### config.mk
export PLATFORM = sky130hd
export DESIGN_NAME = lfu_cache_table
export DESIGN_NICKNAME = d
export VERILOG_FILES = /design/src/design/lfu_pkg.sv /design/src/design/lfu_cache_table.sv /design/src/design/lfu_cell.sv
export SDC_FILE = /design/constraint.sdc
export NUM_CORES = 2
export LEC_CHECK = 0
export BUFFER_PORTS_ARGS = -buffer_cell sky130_fd_sc_hd__buf_2
export CELL_PAD_IN_SITES_DETAIL_PLACEMENT = 0
export CELL_PAD_IN_SITES_GLOBAL_PLACEMENT = 1
export CORE_MARGIN = 4
export CORE_UTILIZATION = 50
export CTS_CLUSTER_SIZE = 10
export DETAILED_ROUTE_END_ITERATION = 10
export PLACE_DENSITY_LB_ADDON = 0.1
export REMOVE_ABC_BUFFERS = 1
export SLEW_MARGIN = 20
export SYNTH_ARGS = -nofsm -noshare
export SYNTH_HDL_FRONTEND = slang
export SYNTH_SLANG_ARGS = --single-unit
### constraint.sdc
create_clock -name clk -period 11 [get_ports clk]
set_input_delay 0 -clock clk [delete_from_list [all_inputs] [get_ports clk]]
set_output_delay 0 -clock clk [all_outputs]
set_load 0.02 [all_outputs]
### src/design/lfu_pkg.sv
// lfu_pkg: shared types and constants for the lfu cache table
// used by lfu_cell and lfu_cache_table, no dependencies
`timescale 1ns / 1ps

package lfu_pkg;

  localparam int KEY_W  = 32;
  localparam int DATA_W = 32;
  localparam int CFG_W  = 5;

  localparam logic [CFG_W-1:0]  CFG_RESET  = 5'd16;
  localparam logic [DATA_W-1:0] MISS_VALUE = 32'hFFFF_FFFF;
  localparam logic [DATA_W-1:0] PUT_VALUE  = 32'h0000_0000;

  // broadcast update command from the controller to every cell
  typedef struct packed {
    logic upd;
    logic fill;
    logic store_data;
    logic age_all;
  } cell_cmd_t;

endpackage

### src/design/lfu_cache_table.sv
// lfu_cache_table: key/value table with least-frequently-used replacement
// built from a row of lfu_cell entries; depends on lfu_pkg and lfu_cell
//
//   channel   handshake                  payload
//   item in   start, busy                action, key, put_value
//   result    done (one-cycle strobe)    hit, read_value
//   config    cfg_valid, cfg_ready       cfg_data (capacity in use)
//
// the key is matched over all cells at the accept edge; the cells update in
// S_UPDATE, and hit, read_value and done are registered there. a put of a new
// key into a full table first waits in S_SCAN until the settle counter shows
// the victim chain settled since the last change. reset clears valid marks at
// once, with no clearing pass. the receiver cannot stall; cfg_ready stays high.
`timescale 1ns / 1ps

module lfu_cache_table #(
  parameter int CAPACITY   = 16,
  parameter int COUNT_BITS = 16
) (
  input  logic                       clk,
  input  logic                       rst,
  input  logic                       start,
  output logic                       busy,
  input  logic                       action,
  input  logic [lfu_pkg::KEY_W-1:0]  key,
  input  logic [lfu_pkg::DATA_W-1:0] put_value,
  output logic                       done,
  output logic                       hit,
  output logic [lfu_pkg::DATA_W-1:0] read_value,
  input  logic                       cfg_valid,
  output logic                       cfg_ready,
  input  logic [lfu_pkg::CFG_W-1:0]  cfg_data
);
  import lfu_pkg::*;

  localparam int IDX_W    = (CAPACITY > 1) ? $clog2(CAPACITY) : 1;
  localparam int OCC_W    = $clog2(CAPACITY + 1);
  localparam int CMP_W    = (OCC_W > CFG_W) ? OCC_W : CFG_W;
  localparam logic [CMP_W-1:0] CAP_EXT   = CMP_W'(CAPACITY);
  localparam logic [OCC_W-1:0] SETTLE_MAX = OCC_W'(CAPACITY);

  typedef enum logic [2:0] {
    S_IDLE   = 3'b001,
    S_SCAN   = 3'b010,
    S_UPDATE = 3'b100
  } state_t;

  state_t state, state_next;

  logic [CFG_W-1:0]  capacity_in_use;
  logic [OCC_W-1:0]  occupancy;
  logic [OCC_W-1:0]  settle;
  logic              item_put;
  logic [KEY_W-1:0]  item_key;
  logic [DATA_W-1:0] item_value;
  logic [CAPACITY-1:0] match_vec;
  logic              hit_flag;
  logic [DATA_W-1:0] hit_data;
  logic [IDX_W-1:0]  hit_rank;
  logic              need_victim;

  logic [CAPACITY-1:0] cell_match;
  logic [CAPACITY-1:0] cell_sel;
  logic [DATA_W-1:0]   cell_mdata [CAPACITY];
  logic [IDX_W-1:0]    cell_mrank [CAPACITY];
  logic                tok_found [CAPACITY+1];
  logic [COUNT_BITS-1:0] tok_count [CAPACITY+1];
  logic [IDX_W-1:0]    tok_rank [CAPACITY+1];
  logic [IDX_W-1:0]    tok_idx [CAPACITY+1];

  logic              accept;
  logic              any_match;
  logic [DATA_W-1:0] any_data;
  logic [IDX_W-1:0]  any_rank;
  logic [CMP_W-1:0]  cfg_ext;
  logic [CMP_W-1:0]  eff_cap;
  logic              table_full;
  logic              settled;
  cell_cmd_t         cmd;
  logic [IDX_W-1:0]  ref_rank;
  logic              do_replace;

  assign busy      = (state != S_IDLE);
  assign cfg_ready = 1'b1;
  assign accept    = start && !busy;
  assign settled   = (settle == SETTLE_MAX);

  always_ff @(posedge clk) begin
    if (rst) begin
      capacity_in_use <= CFG_RESET;
    end else if (cfg_valid && cfg_ready) begin
      capacity_in_use <= cfg_data;
    end
  end

  always_comb begin
    cfg_ext = CMP_W'(capacity_in_use);
    if (capacity_in_use == '0) begin
      eff_cap = CMP_W'(1);
    end else if (cfg_ext > CAP_EXT) begin
      eff_cap = CAP_EXT;
    end else begin
      eff_cap = cfg_ext;
    end
    table_full = (CMP_W'(occupancy) >= eff_cap);
  end

  always_comb begin
    any_match = |cell_match;
    any_data  = '0;
    any_rank  = '0;
    for (int i = 0; i < CAPACITY; i++) begin
      any_data = any_data | cell_mdata[i];
      any_rank = any_rank | cell_mrank[i];
    end
  end

  // head of the victim chain
  assign tok_found[0] = 1'b0;
  assign tok_count[0] = '0;
  assign tok_rank[0]  = '0;
  assign tok_idx[0]   = '0;

  genvar g;
  generate
    for (g = 0; g < CAPACITY; g++) begin : g_cell
      lfu_cell #(
        .COUNT_BITS (COUNT_BITS),
        .IDX_W      (IDX_W),
        .CELL_INDEX (g)
      ) u_cell (
        .clk        (clk),
        .rst        (rst),
        .cmd        (cmd),
        .sel        (cell_sel[g]),
        .ref_rank   (ref_rank),
        .probe_key  (key),
        .wr_key     (item_key),
        .wr_data    (item_value),
        .match      (cell_match[g]),
        .match_data (cell_mdata[g]),
        .match_rank (cell_mrank[g]),
        .prev_found (tok_found[g]),
        .prev_count (tok_count[g]),
        .prev_rank  (tok_rank[g]),
        .prev_idx   (tok_idx[g]),
        .next_found (tok_found[g+1]),
        .next_count (tok_count[g+1]),
        .next_rank  (tok_rank[g+1]),
        .next_idx   (tok_idx[g+1])
      );
    end
  endgenerate

  always_comb begin
    cmd        = '0;
    cell_sel   = '0;
    ref_rank   = hit_rank;
    do_replace = 1'b0;
    if (state == S_UPDATE) begin
      if (hit_flag) begin
        cmd.upd        = 1'b1;
        cmd.store_data = item_put;
        cell_sel       = match_vec;
      end else if (item_put) begin
        cmd.upd  = 1'b1;
        cmd.fill = 1'b1;
        if (need_victim) begin
          do_replace = 1'b1;
          ref_rank   = tok_rank[CAPACITY];
          for (int i = 0; i < CAPACITY; i++) begin
            cell_sel[i] = (tok_idx[CAPACITY] == IDX_W'(i));
          end
        end else begin
          cmd.age_all = 1'b1;
          for (int i = 0; i < CAPACITY; i++) begin
            cell_sel[i] = (occupancy == OCC_W'(i));
          end
        end
      end
    end
  end

  always_comb begin
    state_next = state;
    unique case (state)
      S_IDLE: begin
        if (accept) begin
          if (action && !any_match && table_full && !settled) begin
            state_next = S_SCAN;
          end else begin
            state_next = S_UPDATE;
          end
        end
      end
      S_SCAN: begin
        if (settled) begin
          state_next = S_UPDATE;
        end
      end
      S_UPDATE: begin
        state_next = S_IDLE;
      end
      default: begin
        state_next = S_IDLE;
      end
    endcase
  end

  always_ff @(posedge clk) begin
    if (rst) begin
      state     <= S_IDLE;
      occupancy <= '0;
      settle    <= '0;
      done      <= 1'b0;
    end else begin
      state <= state_next;
      done  <= (state == S_UPDATE);
      if (cmd.upd) begin
        settle <= '0;
      end else if (!settled) begin
        settle <= settle + 1'b1;
      end
      if (cmd.fill && !do_replace) begin
        occupancy <= occupancy + 1'b1;
      end
    end
  end

  always_ff @(posedge clk) begin
    if (accept) begin
      item_put    <= action;
      item_key    <= key;
      item_value  <= put_value;
      match_vec   <= cell_match;
      hit_flag    <= any_match;
      hit_data    <= any_data;
      hit_rank    <= any_rank;
      need_victim <= action && !any_match && table_full;
    end
  end

  always_ff @(posedge clk) begin
    if (state == S_UPDATE) begin
      hit <= hit_flag;
      if (item_put) begin
        read_value <= PUT_VALUE;
      end else if (hit_flag) begin
        read_value <= hit_data;
      end else begin
        read_value <= MISS_VALUE;
      end
    end
  end

  a_done_after_update: assert property (@(posedge clk) disable iff (rst)
    done |-> $past(state == S_UPDATE))
    else $error("result strobe without an update cycle");

  a_occ_moves_with_result: assert property (@(posedge clk) disable iff (rst)
    (!$past(rst) && occupancy != $past(occupancy)) |-> done)
    else $error("occupancy changed without a result");

  a_victim_settled: assert property (@(posedge clk) disable iff (rst)
    (state == S_UPDATE && do_replace) |-> (settled && tok_found[CAPACITY]))
    else $error("victim taken before the search chain settled");

  a_single_match: assert property (@(posedge clk) disable iff (rst)
    accept |-> $onehot0(cell_match))
    else $error("key present in more than one entry");

endmodule

### src/design/lfu_cell.sv
// lfu_cell: one table entry with key match, count/rank update and one
// stage of the victim search chain; depends on lfu_pkg
`timescale 1ns / 1ps

module lfu_cell #(
  parameter int COUNT_BITS = 16,
  parameter int IDX_W      = 4,
  parameter int CELL_INDEX = 0
) (
  input  logic                       clk,
  input  logic                       rst,
  input  lfu_pkg::cell_cmd_t         cmd,
  input  logic                       sel,
  input  logic [IDX_W-1:0]           ref_rank,
  input  logic [lfu_pkg::KEY_W-1:0]  probe_key,
  input  logic [lfu_pkg::KEY_W-1:0]  wr_key,
  input  logic [lfu_pkg::DATA_W-1:0] wr_data,
  output logic                       match,
  output logic [lfu_pkg::DATA_W-1:0] match_data,
  output logic [IDX_W-1:0]           match_rank,
  input  logic                       prev_found,
  input  logic [COUNT_BITS-1:0]      prev_count,
  input  logic [IDX_W-1:0]           prev_rank,
  input  logic [IDX_W-1:0]           prev_idx,
  output logic                       next_found,
  output logic [COUNT_BITS-1:0]      next_count,
  output logic [IDX_W-1:0]           next_rank,
  output logic [IDX_W-1:0]           next_idx
);
  import lfu_pkg::*;

  localparam logic [COUNT_BITS-1:0] CNT_MAX = '1;
  localparam logic [IDX_W-1:0]      MY_IDX  = IDX_W'(CELL_INDEX);

  logic                  valid;
  logic [KEY_W-1:0]      key;
  logic [DATA_W-1:0]     data;
  logic [COUNT_BITS-1:0] count;
  logic [IDX_W-1:0]      rank;
  logic                  own_better;

  assign match      = valid && (key == probe_key);
  assign match_data = match ? data : '0;
  assign match_rank = match ? rank : '0;

  always_ff @(posedge clk) begin
    if (rst) begin
      valid <= 1'b0;
    end else if (cmd.upd && sel && cmd.fill) begin
      valid <= 1'b1;
    end
  end

  always_ff @(posedge clk) begin
    if (cmd.upd) begin
      if (sel) begin
        if (cmd.fill) begin
          key   <= wr_key;
          data  <= wr_data;
          count <= COUNT_BITS'(1);
        end else begin
          if (cmd.store_data) begin
            data <= wr_data;
          end
          if (count != CNT_MAX) begin
            count <= count + 1'b1;
          end
        end
        rank <= '0;
      end else if (valid && (cmd.age_all || rank < ref_rank)) begin
        rank <= rank + 1'b1;
      end
    end
  end

  // victim chain: lowest count, then oldest rank
  assign own_better = valid && (!prev_found || count < prev_count ||
                      (count == prev_count && rank > prev_rank));

  always_ff @(posedge clk) begin
    if (own_better) begin
      next_found <= 1'b1;
      next_count <= count;
      next_rank  <= rank;
      next_idx   <= MY_IDX;
    end else begin
      next_found <= prev_found;
      next_count <= prev_count;
      next_rank  <= prev_rank;
      next_idx   <= prev_idx;
    end
  end

endmodule

==> parameters.txt <==
Parameter                              Value

STA
  Headroom to the max-slew limit ... 17.5%
  Minimum clock period after layout ... 4.16 ns
  RSZ-0062 raised after global routing ... false
  Post-route clock period utilization ... 37.8%
  Total of endpoints with negative setup slack in the final report ... 0
  Worst Max-Slew Pin Slew ... 1.24 ns
  Final sum of negative setup slack ... 0 ns
  Highest attainable clock frequency ... 241 MHz
  Worst clock skew ... 0.0668 ns
  Number of pins exceeding their max-slew limit in the final report ... 0
  Final count of hold timing violations ... 0

Global route
  Vias in the first global route ... 49,500
  GRT overflow ... 0
  Pin count of the biggest net entering global routing ... 85
  Global routing usage summed across all routing layers ... 25.2%
  Wire length of the first global-routing pass ... 326,000 um
  Antenna violations before repair ... 8

Synthesis
  Mean instance size in the synthesized netlist ... 13.8 um2
  Top_reg_cell synth ... sky130_fd_sc_hd__edfxtp_1
  Area share of the largest cell type after synthesis ... 54.0%
  Adder-Cell Fraction of Synth Area ... 5.85%
  Number of library cell types mapped by synthesis ... 71
  Area leader, netlist ... sky130_fd_sc_hd__edfxtp_1
  Share of the synthesized area in compound gates (AO/OA/AOI/OAI) ... 6.54%
  Combinational family with the most area after synthesis ... simple AND/OR/NAND/NOR gates
  Number of enable-type register cells in the synthesized netlist ... 1,496
  Post-Syn Area ... 83,200 um2
  Top post-synthesis cells by area ... sky130_fd_sc_hd__edfxtp_1 54%, sky130_fd_sc_hd__dfxtp_1 9.7%, sky130_fd_sc_hd__xor2_1 6.8%
  Post-synthesis sequential area ratio ... 63.7%
  Share of the synthesized netlist area taken by xor and xnor gates ... 7.88%
  Total number of yosys warnings ... 0
  Number of instances in the synthesized netlist ... 6,012
  Synthesized-area fraction occupied by and/or/nand/nor cells ... 8.28%
  #FFs+latches synth ... 1,899
  Mux cell area share after synthesis ... 3.99%
  Proportion of register bits with asynchronous set or reset after synthesis ... 0%

Routing
  Wirelength per Cell ... 25.4 um
  Residual DRC ... 0
  DRC marker count from the first detailed-route iteration ... 4,486
  Antenna-violating nets left ... 0
  1st-pass router iterations ... 6
  Vias per inst ... 5.74
  Detailed-route wire length ... 219,000 um
  DR vias ... 49,600

Status
  Result of the run ... finished clean

Floorplanning
  Row Count ... 149
  Starting Density ... 50.4%
  Die Y-Extent ... 416 um
  # IOs ... 110
  Die W ... 416 um
  Die Outline Area ... 173,000 um2
  Core ar. ... 165,000 um2

Power and ir drop
  Worst vdd rail ir drop ... 0.172 mV
  Leakage power summed over all cells ... 33.2 nW
  Final Total Pwr ... 14.9 mW
  Areal power density over the cells ... 160 nW/um2

Worst setup path
  Maximum fanout along the worst path ... 51
  Type of origin of the critical path ... flip-flop
  Data arrival time of the worst path ... 4.64 ns
  Worst setup EP type ... flip-flop
  Worst setup path category ... flip-flop to flip-flop
  Worst path required time ... 11.48 ns

Clock network
  Post-CTS Setup Inserts ... 0
  Clock tree sinks ... 1,899
  Inserted Clock Buffers ... 214
  CTS clock-pin slew for the worst setup and hold paths ... 0.06 ns
  Resized cells post-CTS ... 0
  Clock latency at the later pin of the worst-skew pair ... 0.86 ns
  Clock Tree Buf Depth ... 3
  Number of buffers inserted by hold repair at cts ... 122
  Root buf cell ... sky130_fd_sc_hd__clkbuf_16
  Clock tree from TritonCTS ... done
  CTS HTree Levels ... 4

Cells and area
  Final Net Count ... 6,769
  P&R area growth vs syn ... 12.3%
  Fin util ... 56.6%
  Fill cell count ... 13,400
  Share of cells above drive strength 1 ... 12.9%

Job
  Number of max-capacitance violations reported ... 0

Placement
  # port buffers ... 108
  Placer congestion estimate ... 0.807
  Detailed Place HPWL ... 130,000 um

Min path
  Class of the most critical hold timing path ... input pin to flip-flop
[state kept, by name (all words and copies together) (netlist names), 15 cells and up]
register / count
item_value: 32
read_value: 32
g_cell.u_cell.count: 256
g_cell.u_cell.data: 512
item_key: 32
g_cell.u_cell.key: 512
match_vec: 16
g_cell.u_cell.next_rank: 64
g_cell.u_cell.rank: 64
hit_data: 32
g_cell.u_cell.valid: 16
g_cell.u_cell.next_idx: 49
g_cell.u_cell.next_found: 15
g_cell.u_cell.next_count: 240
[metal layers]
layer | track usage, % | up-vias | part of all wire, %
li1 | - | 22700 | -
met4 | 7.01 | 0 | 2.6
met5 | 0 | - | 0
met1 | 34.5 | 24900 | 43
met3 | 3.74 | 350 | 6.5
met2 | 42.1 | 1596 | 48
[through the flow]
stage          cells  worst slack, ns  cell area (um2)  hold WS, ns
2_1_floorplan   5774             4.13            81500       0.0691
3_5_place_dp    8153             6.87            85700        0.178
6_report        8639             6.84            93400        0.237
4_1_cts         8633             6.85            93300        0.150
3_3_place_gp    8152             6.94            85700        0.176
5_1_grt         8637             6.65            93400        0.210
[worst paths after layout]
check | cells past startpoint | slack, ns | endpoint | startpoint
max | 9 | 6.84 | g_cell[6].u_cell.data[1]$_DFFE_PP_ | item_put$_DFFE_PP_
min | 4 | 0.24 | need_victim$_DFFE_PP_ | action
max reg2reg | 9 | 6.84 | g_cell[6].u_cell.data[1]$_DFFE_PP_ | item_put$_DFFE_PP_
min reg2reg | 1 | 0.41 | g_cell[12].u_cell.next_idx[3]$_SDFF_PP1_ | g_cell[11].u_cell.next_idx[3]$_SDFF_PP1_
[kinds of logic after synthesis]
logic type	after synthesis
AOI/OAI and AO/OA	740
xor gates and xnor gates	748
adders and majority gates	389
buffers and inverters	625
DFF	1899
muxes	296
other	1
and+or+nand+nor	1314
[cell type report]
class / instances / area, um2 / area share [%]
flip-flops and latches: 1899 / 53000 / 56.7
multi-input cells: 3488 / 27400 / 29.3
clock buffers: 342 / 5990 / 6.41
well taps: 2189 / 2740 / 2.93
repair buffers: 316 / 2470 / 2.64
inverters: 387 / 1450 / 1.55
clock inverters: 16 / 388 / 0.415
diodes: 2 / 5.00 / 0.00536
[cells in the mapped netlist (all sizes together) (67+ instances only)]
master and count:
edfxtp 1496, xor2 646, dfxtp 403, ha 389
inv 387, nor2 384, mux2 272, buf 166
nand4 165, nand3 149, a22o 148, a221oi 147
nand2 118, nor4 118, a21oi 117, o21ai 116
xnor2 102, o21a 74, clkbuf 72, nor2b 71
and2 67
[cells in the final DEF, fill, tap and decap left out, types with 74 or more instances in the layout]
master,instances
sky130_fd_sc_hd__xnor2_1,102
sky130_fd_sc_hd__nand4_1,164
sky130_fd_sc_hd__clkbuf_1,115
sky130_fd_sc_hd__buf_4,81
sky130_fd_sc_hd__xor2_1,646
sky130_fd_sc_hd__o21a_1,74
sky130_fd_sc_hd__ha_1,389
sky130_fd_sc_hd__inv_1,387
sky130_fd_sc_hd__a22o_1,148
sky130_fd_sc_hd__dlygate4sd3_1,122
sky130_fd_sc_hd__o21ai_0,109
sky130_fd_sc_hd__nand2_1,116
sky130_fd_sc_hd__clkbuf_16,216
sky130_fd_sc_hd__edfxtp_1,1496
sky130_fd_sc_hd__buf_2,108
sky130_fd_sc_hd__a21oi_1,117
sky130_fd_sc_hd__mux2_2,272
sky130_fd_sc_hd__a221oi_1,144
sky130_fd_sc_hd__nor4_1,114
sky130_fd_sc_hd__dfxtp_1,403
sky130_fd_sc_hd__nor2_1,368
sky130_fd_sc_hd__nand3_1,148
[where the power goes]
| group | internal [mW] | switching [mW] |
|---|---|---|
| Clock | 3.75 | 2.82 |
| Combinational | 0.152 | 0.278 |
| Sequential | 7.81 | 0.113 |
[worst max-delay path, cell delays in order (launching register included)]
cell and delay, ns:
sky130_fd_sc_hd__edfxtp_1 0.33, sky130_fd_sc_hd__buf_4 0.52, sky130_fd_sc_hd__nor2b_2 0.43, sky130_fd_sc_hd__a21boi_2 0.38, sky130_fd_sc_hd__nand2_1 0.11, sky130_fd_sc_hd__nor2_1 0.22
sky130_fd_sc_hd__a22oi_1 0.17, sky130_fd_sc_hd__nor2_1 0.77, sky130_fd_sc_hd__and2_2 0.27, sky130_fd_sc_hd__buf_4 0.53
Note: power is estimated with default switching activity, not from simulation.
